**src/sliding_window_aggregate_assert.svh**
```systemverilog
// -----------------------------------------------------------------------------
// Assertion macros for the sliding window aggregate
// Implication checks on the rising clock, disabled while reset is asserted.
// -----------------------------------------------------------------------------
`ifndef SLIDING_WINDOW_AGGREGATE_ASSERT_SVH
`define SLIDING_WINDOW_AGGREGATE_ASSERT_SVH

// same-cycle implication
`define SWA_ASSERT_IMPL(lbl, clk, rstn, ante, cons) \
    lbl: assert property (@(posedge clk) disable iff (!rstn) (ante) |-> (cons)) \
        else $error("swa: same-cycle implication failed");

// next-cycle implication
`define SWA_ASSERT_NEXT(lbl, clk, rstn, ante, cons) \
    lbl: assert property (@(posedge clk) disable iff (!rstn) (ante) |=> (cons)) \
        else $error("swa: next-cycle implication failed");

`endif

```
**src/swa_pkg.sv**
```systemverilog
// -----------------------------------------------------------------------------
// swa_pkg
// Shared constants and types for the sliding window aggregate.
// -----------------------------------------------------------------------------
package swa_pkg;

    localparam int WINDOW_MAX = 16;
    localparam int DATA_W     = 32;
    localparam int LEN_W      = 5;
    localparam int OP_W       = 2;
    localparam int CFG_IDX_W  = 1;
    localparam int CFG_DATA_W = 5;
    localparam int ADDR_W     = (WINDOW_MAX > 1) ? $clog2(WINDOW_MAX) : 1;
    localparam int CNT_W      = $clog2(WINDOW_MAX + 1);
    localparam int CMP_W      = (CNT_W > LEN_W) ? CNT_W : LEN_W;
    localparam int ITER_W     = $clog2(DATA_W);

    typedef enum logic [OP_W-1:0] {
        OP_AVG = 2'd0,
        OP_SUM = 2'd1,
        OP_MIN = 2'd2,
        OP_MAX = 2'd3
    } op_t;

    typedef enum logic [CFG_IDX_W-1:0] {
        CFG_WINDOW_LEN = 1'b0,
        CFG_OPERATION  = 1'b1
    } cfg_idx_t;

    typedef struct packed {
        logic                     start;
        logic signed [DATA_W-1:0] dividend;
        logic [CNT_W-1:0]         divisor;
    } div_req_t;

endpackage

```
**src/swa_ram.sv**
```systemverilog
// -----------------------------------------------------------------------------
// swa_ram
// Simple dual-port RAM, one write and one registered read port.
// -----------------------------------------------------------------------------
module swa_ram #(
    parameter int DEPTH  = 16,
    parameter int WIDTH  = 32,
    parameter int ADDR_W = 4
) (
    input  logic              aclk,
    input  logic              we,
    input  logic [ADDR_W-1:0] waddr,
    input  logic [WIDTH-1:0]  wdata,
    input  logic              re,
    input  logic [ADDR_W-1:0] raddr,
    output logic [WIDTH-1:0]  rdata
);

    logic [WIDTH-1:0] mem [DEPTH];
    logic [WIDTH-1:0] rdata_reg;

    always_ff @(posedge aclk) begin
        if (we) begin
            mem[waddr] <= wdata;
        end
        if (re) begin
            rdata_reg <= mem[raddr];
        end
    end

    assign rdata = rdata_reg;

endmodule

```
**src/swa_div.sv**
```systemverilog
// -----------------------------------------------------------------------------
// swa_div
// Signed by unsigned divider, restoring, one quotient bit per cycle.
// -----------------------------------------------------------------------------
module swa_div (
    input  logic                             aclk,
    input  logic                             aresetn,
    input  swa_pkg::div_req_t                req,
    output logic                             done,
    output logic signed [swa_pkg::DATA_W-1:0] quotient
);
    import swa_pkg::*;

    logic              busy_reg;
    logic              done_reg;
    logic              neg_reg;
    logic [DATA_W-1:0] quo_reg;
    logic [CNT_W-1:0]  rem_reg;
    logic [ITER_W-1:0] bit_reg;

    logic [CNT_W:0]    trial;
    logic [CNT_W:0]    diff;
    logic              ge;
    logic [DATA_W-1:0] magnitude;

    assign trial     = {rem_reg, quo_reg[DATA_W-1]};
    assign ge        = trial >= {1'b0, req.divisor};
    assign diff      = trial - {1'b0, req.divisor};
    // |most negative| still fits as unsigned
    assign magnitude = req.dividend[DATA_W-1] ? (DATA_W'(0) - DATA_W'(req.dividend))
                                              : DATA_W'(req.dividend);

    always_ff @(posedge aclk) begin
        if (!aresetn) begin
            busy_reg <= 1'b0;
            done_reg <= 1'b0;
        end else begin
            done_reg <= 1'b0;
            if (req.start) begin
                busy_reg <= 1'b1;
            end else if (busy_reg && bit_reg == ITER_W'(DATA_W - 1)) begin
                busy_reg <= 1'b0;
                done_reg <= 1'b1;
            end
        end
    end

    always_ff @(posedge aclk) begin
        if (req.start) begin
            quo_reg <= magnitude;
            rem_reg <= '0;
            bit_reg <= '0;
            neg_reg <= req.dividend[DATA_W-1];
        end else if (busy_reg) begin
            quo_reg <= {quo_reg[DATA_W-2:0], ge};
            rem_reg <= ge ? diff[CNT_W-1:0] : trial[CNT_W-1:0];
            bit_reg <= bit_reg + ITER_W'(1);
        end
    end

    assign done     = done_reg;
    assign quotient = neg_reg ? $signed(DATA_W'(0) - quo_reg) : $signed(quo_reg);

endmodule

```
**src/sliding_window_aggregate.sv**
```systemverilog
// -----------------------------------------------------------------------------
// sliding_window_aggregate: one result per sample, over a window of at most 16 samples;
// the average also runs the divider, and an empty window skips the walk and gives zero.
// One sample in flight; the RAM read port walks one stored sample per cycle, the divider one bit.
// Synchronous active-low reset: window_len 1, average, history empty, output idle.
// -----------------------------------------------------------------------------
module sliding_window_aggregate (
    input  logic                                 aclk,
    input  logic                                 aresetn,
    // input sample channel
    input  logic                                 s_valid,
    output logic                                 s_ready,
    input  logic signed [swa_pkg::DATA_W-1:0]    s_sample,
    // result channel
    output logic                                 m_valid,
    input  logic                                 m_ready,
    output logic signed [swa_pkg::DATA_W-1:0]    m_aggregate,
    // configuration write port
    input  logic                                 cfg_we,
    input  logic [swa_pkg::CFG_IDX_W-1:0]        cfg_index,
    input  logic [swa_pkg::CFG_DATA_W-1:0]       cfg_wdata
);
    import swa_pkg::*;

    `include "sliding_window_aggregate_assert.svh"

    // Sequencer states, one-hot
    typedef enum logic [3:0] {
        ST_IDLE = 4'b0001,  // waiting for a sample transfer
        ST_WALK = 4'b0010,  // reading the window out of the ring, newest first
        ST_DIV  = 4'b0100,  // average: divider running
        ST_DONE = 4'b1000   // hand result to output register, store sample
    } state_t;

    state_t state_reg, state_next;

    // configuration
    logic [LEN_W-1:0] win_len_reg;
    op_t              op_reg;

    // per-item working registers
    logic signed [DATA_W-1:0] sample_reg, sample_next;
    logic [CNT_W-1:0]         span_reg, span_next;
    logic [CNT_W-1:0]         iss_reg, iss_next;     // reads issued
    logic [CNT_W-1:0]         rcv_reg, rcv_next;     // read data consumed
    logic [ADDR_W-1:0]        rd_slot_reg, rd_slot_next;
    logic                     rd_pend_reg, rd_pend_next;
    logic [DATA_W-1:0]        acc_reg, acc_next;     // wrapping sum
    logic signed [DATA_W-1:0] best_reg, best_next;   // running min or max
    logic signed [DATA_W-1:0] res_reg, res_next;

    // ring bookkeeping
    logic [ADDR_W-1:0] wr_slot_reg, wr_slot_next;
    logic [CNT_W-1:0]  count_reg, count_next;

    // output register
    logic                     m_valid_reg, m_valid_next;
    logic signed [DATA_W-1:0] m_agg_reg, m_agg_next;

    // RAM and divider hookup
    logic                     ram_we;
    logic                     ram_re;
    logic signed [DATA_W-1:0] ram_rdata;
    div_req_t                 div_req;
    logic                     div_done;
    logic signed [DATA_W-1:0] div_quo;

    // span = min(window_len, WINDOW_MAX, count)
    logic [CMP_W-1:0] len_ext;
    logic [CMP_W-1:0] len_lim;
    logic [CMP_W-1:0] cnt_ext;
    logic [CMP_W-1:0] span_ext;

    logic s_xfer;
    logic out_free;
    logic issue;
    logic walk_end;

    assign s_xfer   = s_valid && s_ready;
    assign out_free = !m_valid_reg || m_ready;
    assign issue    = (state_reg == ST_WALK) && (iss_reg != span_reg);
    assign walk_end = (state_reg == ST_WALK) && (rcv_reg == span_reg);

    assign len_ext  = CMP_W'(win_len_reg);
    assign len_lim  = (len_ext > CMP_W'(WINDOW_MAX)) ? CMP_W'(WINDOW_MAX) : len_ext;
    assign cnt_ext  = CMP_W'(count_reg);
    assign span_ext = (len_lim > cnt_ext) ? cnt_ext : len_lim;

    // Configuration decode; the user must write only while idle, the block does not enforce it.
    always_ff @(posedge aclk) begin
        if (!aresetn) begin
            win_len_reg <= LEN_W'(1);
            op_reg      <= OP_AVG;
        end else if (cfg_we) begin
            unique case (cfg_index)
                CFG_WINDOW_LEN: win_len_reg <= cfg_wdata[LEN_W-1:0];
                CFG_OPERATION:  op_reg      <= op_t'(cfg_wdata[OP_W-1:0]);
                default: ;
            endcase
        end
    end

    // History ring
    swa_ram #(
        .DEPTH  (WINDOW_MAX),
        .WIDTH  (DATA_W),
        .ADDR_W (ADDR_W)
    ) u_ram (
        .aclk   (aclk),
        .we     (ram_we),
        .waddr  (wr_slot_reg),
        .wdata  (sample_reg),
        .re     (ram_re),
        .raddr  (rd_slot_reg),
        .rdata  (ram_rdata)
    );

    assign ram_re = issue;
    // The new sample is stored only after the walk, so the oldest slot of a
    // full window is read before it is overwritten.
    assign ram_we = (state_reg == ST_DONE) && out_free;

    // Average divider
    assign div_req.start    = walk_end && (op_reg == OP_AVG);
    assign div_req.dividend = $signed(acc_reg);
    assign div_req.divisor  = span_reg;

    swa_div u_div (
        .aclk     (aclk),
        .aresetn  (aresetn),
        .req      (div_req),
        .done     (div_done),
        .quotient (div_quo)
    );

    // Sequencer and datapath
    always_comb begin
        state_next   = state_reg;
        sample_next  = sample_reg;
        span_next    = span_reg;
        iss_next     = iss_reg;
        rcv_next     = rcv_reg;
        rd_slot_next = rd_slot_reg;
        rd_pend_next = 1'b0;
        acc_next     = acc_reg;
        best_next    = best_reg;
        res_next     = res_reg;
        wr_slot_next = wr_slot_reg;
        count_next   = count_reg;
        m_valid_next = m_valid_reg;
        m_agg_next   = m_agg_reg;

        if (m_valid_reg && m_ready) begin
            m_valid_next = 1'b0;
        end

        unique case (state_reg)
            ST_IDLE: begin
                if (s_xfer) begin
                    sample_next  = s_sample;
                    span_next    = span_ext[CNT_W-1:0];
                    iss_next     = '0;
                    rcv_next     = '0;
                    acc_next     = '0;
                    // newest sample sits one slot behind the write pointer
                    rd_slot_next = (wr_slot_reg == '0) ? ADDR_W'(WINDOW_MAX - 1)
                                                       : wr_slot_reg - ADDR_W'(1);
                    if (span_ext == '0) begin
                        res_next   = '0;
                        state_next = ST_DONE;
                    end else begin
                        state_next = ST_WALK;
                    end
                end
            end

            ST_WALK: begin
                if (issue) begin
                    iss_next     = iss_reg + CNT_W'(1);
                    rd_pend_next = 1'b1;
                    rd_slot_next = (rd_slot_reg == '0) ? ADDR_W'(WINDOW_MAX - 1)
                                                       : rd_slot_reg - ADDR_W'(1);
                end
                if (rd_pend_reg) begin
                    acc_next = acc_reg + DATA_W'(ram_rdata);
                    rcv_next = rcv_reg + CNT_W'(1);
                    if (rcv_reg == '0) begin
                        best_next = ram_rdata;
                    end else if (op_reg == OP_MIN && ram_rdata < best_reg) begin
                        best_next = ram_rdata;
                    end else if (op_reg == OP_MAX && ram_rdata > best_reg) begin
                        best_next = ram_rdata;
                    end
                end
                if (walk_end) begin
                    case (op_reg)
                        OP_AVG: state_next = ST_DIV;
                        OP_SUM: begin
                            res_next   = $signed(acc_reg);
                            state_next = ST_DONE;
                        end
                        default: begin
                            res_next   = best_reg;
                            state_next = ST_DONE;
                        end
                    endcase
                end
            end

            ST_DIV: begin
                if (div_done) begin
                    res_next   = div_quo;
                    state_next = ST_DONE;
                end
            end

            ST_DONE: begin
                if (out_free) begin
                    m_valid_next = 1'b1;
                    m_agg_next   = res_reg;
                    wr_slot_next = (wr_slot_reg == ADDR_W'(WINDOW_MAX - 1))
                                   ? '0 : wr_slot_reg + ADDR_W'(1);
                    if (count_reg != CNT_W'(WINDOW_MAX)) begin
                        count_next = count_reg + CNT_W'(1);
                    end
                    state_next = ST_IDLE;
                end
            end

            default: state_next = ST_IDLE;
        endcase
    end

    always_ff @(posedge aclk) begin
        if (!aresetn) begin
            state_reg   <= ST_IDLE;
            rd_pend_reg <= 1'b0;
            wr_slot_reg <= '0;
            count_reg   <= '0;
            m_valid_reg <= 1'b0;
        end else begin
            state_reg   <= state_next;
            rd_pend_reg <= rd_pend_next;
            wr_slot_reg <= wr_slot_next;
            count_reg   <= count_next;
            m_valid_reg <= m_valid_next;
        end
    end

    always_ff @(posedge aclk) begin
        sample_reg  <= sample_next;
        span_reg    <= span_next;
        iss_reg     <= iss_next;
        rcv_reg     <= rcv_next;
        rd_slot_reg <= rd_slot_next;
        acc_reg     <= acc_next;
        best_reg    <= best_next;
        res_reg     <= res_next;
        m_agg_reg   <= m_agg_next;
    end

    assign s_ready     = (state_reg == ST_IDLE);
    assign m_valid     = m_valid_reg;
    assign m_aggregate = m_agg_reg;

    // read data only comes back during the walk
    `SWA_ASSERT_IMPL(a_rd_in_walk, aclk, aresetn, rd_pend_reg, state_reg == ST_WALK)
    // divider finishes only while the sequencer waits for it
    `SWA_ASSERT_IMPL(a_div_in_div, aclk, aresetn, div_done, state_reg == ST_DIV)
    // fill count saturates at the ring depth
    `SWA_ASSERT_IMPL(a_count_max, aclk, aresetn, 1'b1, count_reg <= CNT_W'(WINDOW_MAX))
    // one sample at a time
    `SWA_ASSERT_NEXT(a_one_item, aclk, aresetn, s_xfer, !s_ready)
    // never consume more reads than the window holds
    `SWA_ASSERT_IMPL(a_rcv_bound, aclk, aresetn, state_reg == ST_WALK, rcv_reg <= span_reg)

endmodule
```
**config.mk**
```make
export PLATFORM = sky130hd
export DESIGN_NAME = sliding_window_aggregate
export DESIGN_NICKNAME = d
export VERILOG_FILES = /design/src/swa_pkg.sv /design/src/swa_ram.sv /design/src/swa_div.sv /design/src/sliding_window_aggregate.sv
export VERILOG_INCLUDE_DIRS = /design/src /design/src/src
export SDC_FILE = /design/constraint.sdc
export NUM_CORES = 1
export LEC_CHECK = 0
export ABC_AREA = 1
export BUFFER_PORTS_ARGS = -buffer_cell sky130_fd_sc_hd__buf_4
export CAP_MARGIN = 20
export CORE_MARGIN = 2
export CORE_UTILIZATION = 41
export DETAILED_ROUTE_END_ITERATION = 6
export PLACE_DENSITY = 0.66
export SLEW_MARGIN = 20
export SYNTH_ARGS = -nofsm -noshare
export SYNTH_HDL_FRONTEND = slang
export SYNTH_SLANG_ARGS = --single-unit
```
**constraint.sdc**
```tcl
create_clock -name aclk -period 4.7 [get_ports aclk]
set_input_delay 0.235 -clock aclk [delete_from_list [all_inputs] [get_ports aclk]]
set_output_delay 0.235 -clock aclk [all_outputs]
set_load 0.1 [all_outputs]
```
# Word-level counts from Yosys, hierarchy flattened

Memories as Yosys holds them, arrays and structs flattened. A register that Yosys moved wholly into a read port is not among the register bits.
Cells that the tools add are included.

RAM bits: 512
Output and inout bits: 34
Memories: 1
Logic and storage cells: 140
Register bits: 246
Bits of input ports: 43

$lt $le $gt $ge: 5
Multiplexer cells: 46
$add $sub $neg: 11
Reduce and logical (&&, ||, !) cells: 33
Bitwise logic cells: 2
Equality and inequality tests: 20

Memories:

| memory    | words | bits a word | rd ports | clocked after Yosys merged registers in | write ports | line          | RTL |
|---|---|---|---|---|---|---|---|
| u_ram.mem | 16    | 32          | 1        | 1                                       | 1           | swa_ram.sv:19 | `logic [WIDTH-1:0] mem [DEPTH];` |

Operator list:

| kind                    | number |
|---|---|
| $mux W32                | 13 |
| $pmux W32 S2            | 2 |
| $pmux W32 S3            | 1 |
| $sub A1 B32 Y32 const A | 2 |
| $mux W4                 | 11 |
| $add A32 B32 Y32        | 1 |
| $gt A32 B32 Y1          | 1 |
| $lt A32 B32 Y1          | 1 |
| $mux W5                 | 6 |
| $add A5 B1 Y5 const B   | 4 |
| $pmux W5 S2             | 2 |
| $pmux W4 S4             | 1 |
| $reduce_and A3 Y1       | 4 |
| $logic_not A5 Y1        | 2 |
| $ne A2 B2 Y1 const B    | 5 |
| $reduce_and A2 Y1       | 5 |
| $logic_and A1 B1 Y1     | 9 |
| $mux W1                 | 9 |
| $eq A4 B4 Y1 const B    | 2 |
| $logic_not A4 Y1        | 2 |
| $pmux W4 S2             | 1 |
| $sub A4 B1 Y4 const B   | 2 |
| $ge A6 B5 Y1            | 1 |
| $ne A2 B1 Y1 const B    | 3 |
| other kinds (22)        | 27 |

# Longest topological paths before layout

Depth in word-level cells: 8
Depth in mapped cells: 18
Mapped depth without buffers: 18

# Hierarchy

A second synthesis with hierarchy kept.

Cells, all modules: 3,874
Area, all modules: 37,991.4 µm²

Modules (own cells, without submodules):

| module                   | cells an instance | instances | area each (µm²) | sequential area each (µm²) |
|---|---|---|---|---|
| swa_ram                  | 2,120             | 1         | 23,050.9        | 16,335.7 |
| sliding_window_aggregate | 1,107             | 1         | 10,772.8        | 5,815.6 |
| swa_div                  | 647               | 1         | 4,167.7         | 1,231.2 |

# Least setup slack after synthesis

Ideal clock, no wire load.

Kind: register to register
Start point: register state_reg[0]
End point: register acc_reg[0], enable pin
Buffers on the path: 0
Library setup time: 0.445 ns
Clock period less this slack: 4.257 ns
Cell stages (with the launch flop): 5
Slack: 0.443 ns
Arrival time: 3.812 ns
Required time: 4.255 ns
Path through: dfxtp_1 inv_1 nor3_2 inv_1 o22ai_1

Longest elaborated chain between the ends: 4
Elaborated cells on any way between the ends: 7
Those cells by class: eq/ne: 4; reduce/logical: 3

Ends and longest elaborated chain:

| element                         | line                            | RTL |
|---|---|---|
| start: declaration              | sliding_window_aggregate.sv:35  | `state_t state_reg, state_next;` |
| start signal: assignment        | sliding_window_aggregate.sv:242 | `state_reg <= state_next;` |
| $eq A4 B1 Y1 (*)                | sliding_window_aggregate.sv:262 | `assign s_ready = (state_reg == ST_IDLE);` |
| via s_ready                     | sliding_window_aggregate.sv:12  | `output logic s_ready,` |
| $logic_and A1 B1 Y1             | sliding_window_aggregate.sv:79  | `assign s_xfer = s_valid && s_ready;` |
| $ne A2 B1 Y1 (no line)          | -                               |  |
| $reduce_and A3 Y1 (no line) (*) | -                               |  |
| end signal: assignment          | sliding_window_aggregate.sv:256 | `acc_reg <= acc_next;` |
| end: declaration                | sliding_window_aggregate.sv:48  | `logic [DATA_W-1:0] acc_reg, acc_next;` |

Mark *: on every way through the listed nets, which the timed path passes. The rest lies on a longest branch.
A chain may end at the register's enable or synchronous reset.

# Worst setup path after layout

Start point: register state_reg[1]
End point: register res_reg[17], enable pin

Longest elaborated chain between the ends: 4
Elaborated cells on any way between the ends: 12
Those cells by class: eq/ne: 8; reduce/logical: 4

Ends and longest elaborated chain:

| element                                                       | line                                                                                             | RTL |
|---|---|---|
| $eq A4 B2 Y1 / $eq A4 B1 Y1 (equally long branches)           | sliding_window_aggregate.sv:82, sliding_window_aggregate.sv:157, sliding_window_aggregate.sv:262 |  |
| $logic_and A1 B1 Y1 (on tied branches)                        | sliding_window_aggregate.sv:82, sliding_window_aggregate.sv:79                                   |  |
| $ne A2 B2 Y1 (no line) / $ne A2 B1 Y1 (equally long branches) | -                                                                                                |  |
| $reduce_and A6 Y1 (no line) (*)                               | -                                                                                                |  |
| end signal: assignment                                        | sliding_window_aggregate.sv:258                                                                  | `res_reg <= res_next;` |
| end: declaration                                              | sliding_window_aggregate.sv:50                                                                   | `logic signed [DATA_W-1:0] res_reg, res_next;` |

Every way passes the cells marked *; elsewhere a longest branch is shown, timed or not.

==> metrics.md <==
| Metric | Value |
|---|---|
| Flop2flop setup slack | `1.46 ns` |
| Area contributors post-synth | `edfxtp_1 65%, o21ai_0 5.7%, nor2_1 4.8%, nand2_1 3.6%, ha_1 3.2%` |
| Largest net degree at the start of global routing | `145` |
| Share of synthesized area spent on multiplexers | `0.0287%` |
| Unrepaired setup endpoints after global routing | `false` |
| CTS tree | `done` |
| Netlist cell types | `57` |
| YS warnings | `0` |
| Post-synthesis sequential area ratio | `67.1%` |
| Post-Synth Adder-Cell Area | `3.27%` |
| Peak VDD IR | `264 uV` |
| Post-Route WL | `84000 microns` |
| Fill count | `7492` |
| Initial antenna violation count | `2` |
| Area Growth Syn to Fin | `14.9%` |
| Power per cell area | `498 nW/um^2` |
| Reg with most FFs | `u_ram.mem` |
| Cell area after placement | `36800 sq um` |
| Max Cap Viol | `0` |
| Compound-Gate Fraction of Synth Area | `13.2%` |
| Layout cells sized above 1 | `9.48%` |
| Routed via count | `23559` |
| H-tree levels | `3` |
| Io pins | `77` |
| Mapped Avg Cell Area | `11.5 sq um` |
| Setup_tns | `0 ns` |
| Final hold vios | `0` |
| HP Start | `cfg_index` |
| #FFs+latches synth | `790` |
| Clk sinks | `790` |
| Vert. Die Dim | `296 microns` |
| Fin crit period | `3.24 ns` |
| Fin. max-slew vios | `0` |
| Critical path type | `reg2reg` |
| Area leader, netlist | `edfxtp_1` |
| Worst Path Arrival | `3.52 ns` |
| Req. time, crit path | `4.98 ns` |
| Total core area | `84000 sq um` |
| Seq. cell area | `23400 sq um` |
| Vias in the first global route | `22660` |
| Leak | `13.9 nW` |
| Die Area | `87300 sq um` |
| Clk buf depth | `3` |
| Cell count of the worst reg-to-reg path | `9` |
| Final clock skew | `0.0377 ns` |
| Worst Path Max Fanout | `32` |
| Clk root buf | `clkbuf_16` |
| Total iterations of the first detailed-routing run | `5` |
| Clk_lat worst skew | `0.65 ns` |
| Largest family of logic cells by synthesized area | `compound AO/OA/AOI/OAI gates` |
| Max reg flops | `512` |
| Initial DRC Count | `2400` |
| Net count, final | `3272` |
| Upper clock frequency limit | `309 MHz` |
| Setup-failing EPs final | `0` |
| FFs w/ async S/R, synth | `0%` |
| Vias/cell | `5.43` |
| DRC viols | `0` |
| Multi-input gate area | `10300 sq um` |
| Clk slew on worst S/H paths | `0.06 ns` |
| Outcome | `finished, final reports clean` |
| Port Buffers | `76` |
| Antenna cells | `0` |
| Hold Crit Depth | `4` |
| Tot GR Track Use | `19.3%` |
| Syn Inst Count | `3030` |
| Critical Path Sink Type | `register` |
| Hold WC Path Type | `in2reg` |
| Actual slew at the worst max-slew pin | `1.03 ns` |
| Grt ovf | `0` |
| Final Cell Area | `40000 sq um` |
| Post-Syn Area | `34800 sq um` |
| Worst Hold End | `op_reg[0]` |
| Wire per inst | `19.4 microns` |
| R2r endpoint | `res_reg[17]` |
| Setup Fix Bufs, Post-CTS | `0` |
| Antenna violation net count after detailed routing | `0` |
| Slew headroom | `31.5%` |
| Initial Util | `41.5%` |
| Die X | `296 microns` |
| Area share of the largest cell type after synthesis | `65.1%` |
| Top_reg_cell synth | `edfxtp_1` |
| Overall Power | `0.0199 W` |
| Site row count | `106` |
| FF-to-FF Start | `state_reg[1]` |
| CTS Buf Count | `84` |
| Xor and xnor area share after synthesis | `0.880%` |
| First-pass GRT wire length | `130000 microns` |
| Placer Congestion | `0.873` |
| Hpwl dp | `50600 microns` |
| Worst setup SP type | `register` |
| EDFF count, synth | `756` |
| Syn nets | `3163` |
| Simple-gate share of the synthesized area | `11.7%` |
| Period utilization | `68.9%` |
| Crit path from | `state_reg[1]` |
[metrics by stage]
step	std cells	util, %	hold slack, ns	setup WS, ns
floorplan	3030	-	0.334	0.443
global placement	4141	43.8	0.403	1.51
detailed placement	4141	43.8	0.405	1.52
CTS	4340	47.7	0.00447	1.45
global route	4341	47.7	0.0581	1.20
finish	4341	47.7	0.0339	1.46
[routing by layer]
| layer | part of all wire, % | track usage [%] |
|---|---|---|
| met1 | 44 | 26.9 |
| met2 | 46 | 31.3 |
| met3 | 6.5 | 2.52 |
| met4 | 2.9 | 6.65 |
| met5 | 0.021 | 0 |
[report_power, final]
part / internal, W / total, W / switching [W]
logic: 0.00117 / 0.00389 / 0.00272
registers: 0.00879 / 0.00942 / 0.000633
clock network: 0.00384 / 0.00662 / 0.00278
total: 0.0138 / 0.0199 / 0.00614
[kinds of logic after synthesis]
kind of cell / Yosys count
multiplexers: 1
XOR/XNOR: 35
AND/OR/NAND/NOR: 978
AO/OA/AOI/OAI: 794
buffers and inverters: 342
adder cells (fa/ha/maj): 90
flip-flops: 790
[worst max path at each step]
stage                             end  slack (ns)  depth (start not counted)
after floorplan            acc_reg[0]        0.44                          4
after global placement    res_reg[22]        1.51                          9
after detailed placement  res_reg[30]        1.52                          9
after CTS                 res_reg[17]        1.45                          9
after global routing      res_reg[17]        1.20                         15
final                     res_reg[17]        1.46                          9
[cell type report]
class | instances | area share, %
flip-flops and latches | 790 | 58.4
multi-input cells | 1898 | 25.7
clock buffers | 95 | 5.41
well taps | 1134 | 3.54
repair buffers | 165 | 3.53
inverters | 200 | 1.90
clock inverters | 59 | 1.57
[worst max-delay path: stages (launching register included)]
cell,delay [ns]
dfxtp_1,0.32
inv_1,0.16
nand4_1,0.58
inv_1,0.81
nor3_1,0.16
or2_1,0.24
nor2_1,0.10
nand2_1,0.08
inv_1,0.08
buf_4,0.34
[what timing repair did]
action / CTS / global route
hold buffers: 45 / 0
hold endpoints to repair: 48 / 0
resized for setup: 0 / 0
[cell usage after synthesis (all sizes together), types with 17 or more instances]
| master | n |
|---|---|
| o22ai | 42 |
| o221ai | 96 |
| inv | 196 |
| nand4 | 17 |
| o211ai | 36 |
| nor2 | 448 |
| o21ai | 418 |
| clkbuf | 105 |
| xnor2 | 17 |
| a21oi | 166 |
| nand3 | 111 |
| dfxtp | 34 |
| nor3 | 35 |
| ha | 88 |
| nand2 | 342 |
| edfxtp | 756 |
| xor2 | 18 |
| buf | 37 |
[layout by cell type, fill, tap and decap left out, drive strengths merged, types with 6 or more instances in the layout]
master,n
a21oi,166
a31oi,6
buf,120
bufinv,9
clkbuf,95
clkinv,47
clkinvlp,6
dfxtp,34
dlygate4sd3,45
edfxtp,756
ha,88
inv,197
nand2,342
nand3,111
nand3b,6
nand4,17
nor2,448
nor3,35
nor4,7
o211ai,36
o21a,6
o21ai,418
o221ai,96
o22ai,42
o31ai,6
or2,7
xnor2,17
xor2,18
(Power assumes the default switching activity.)
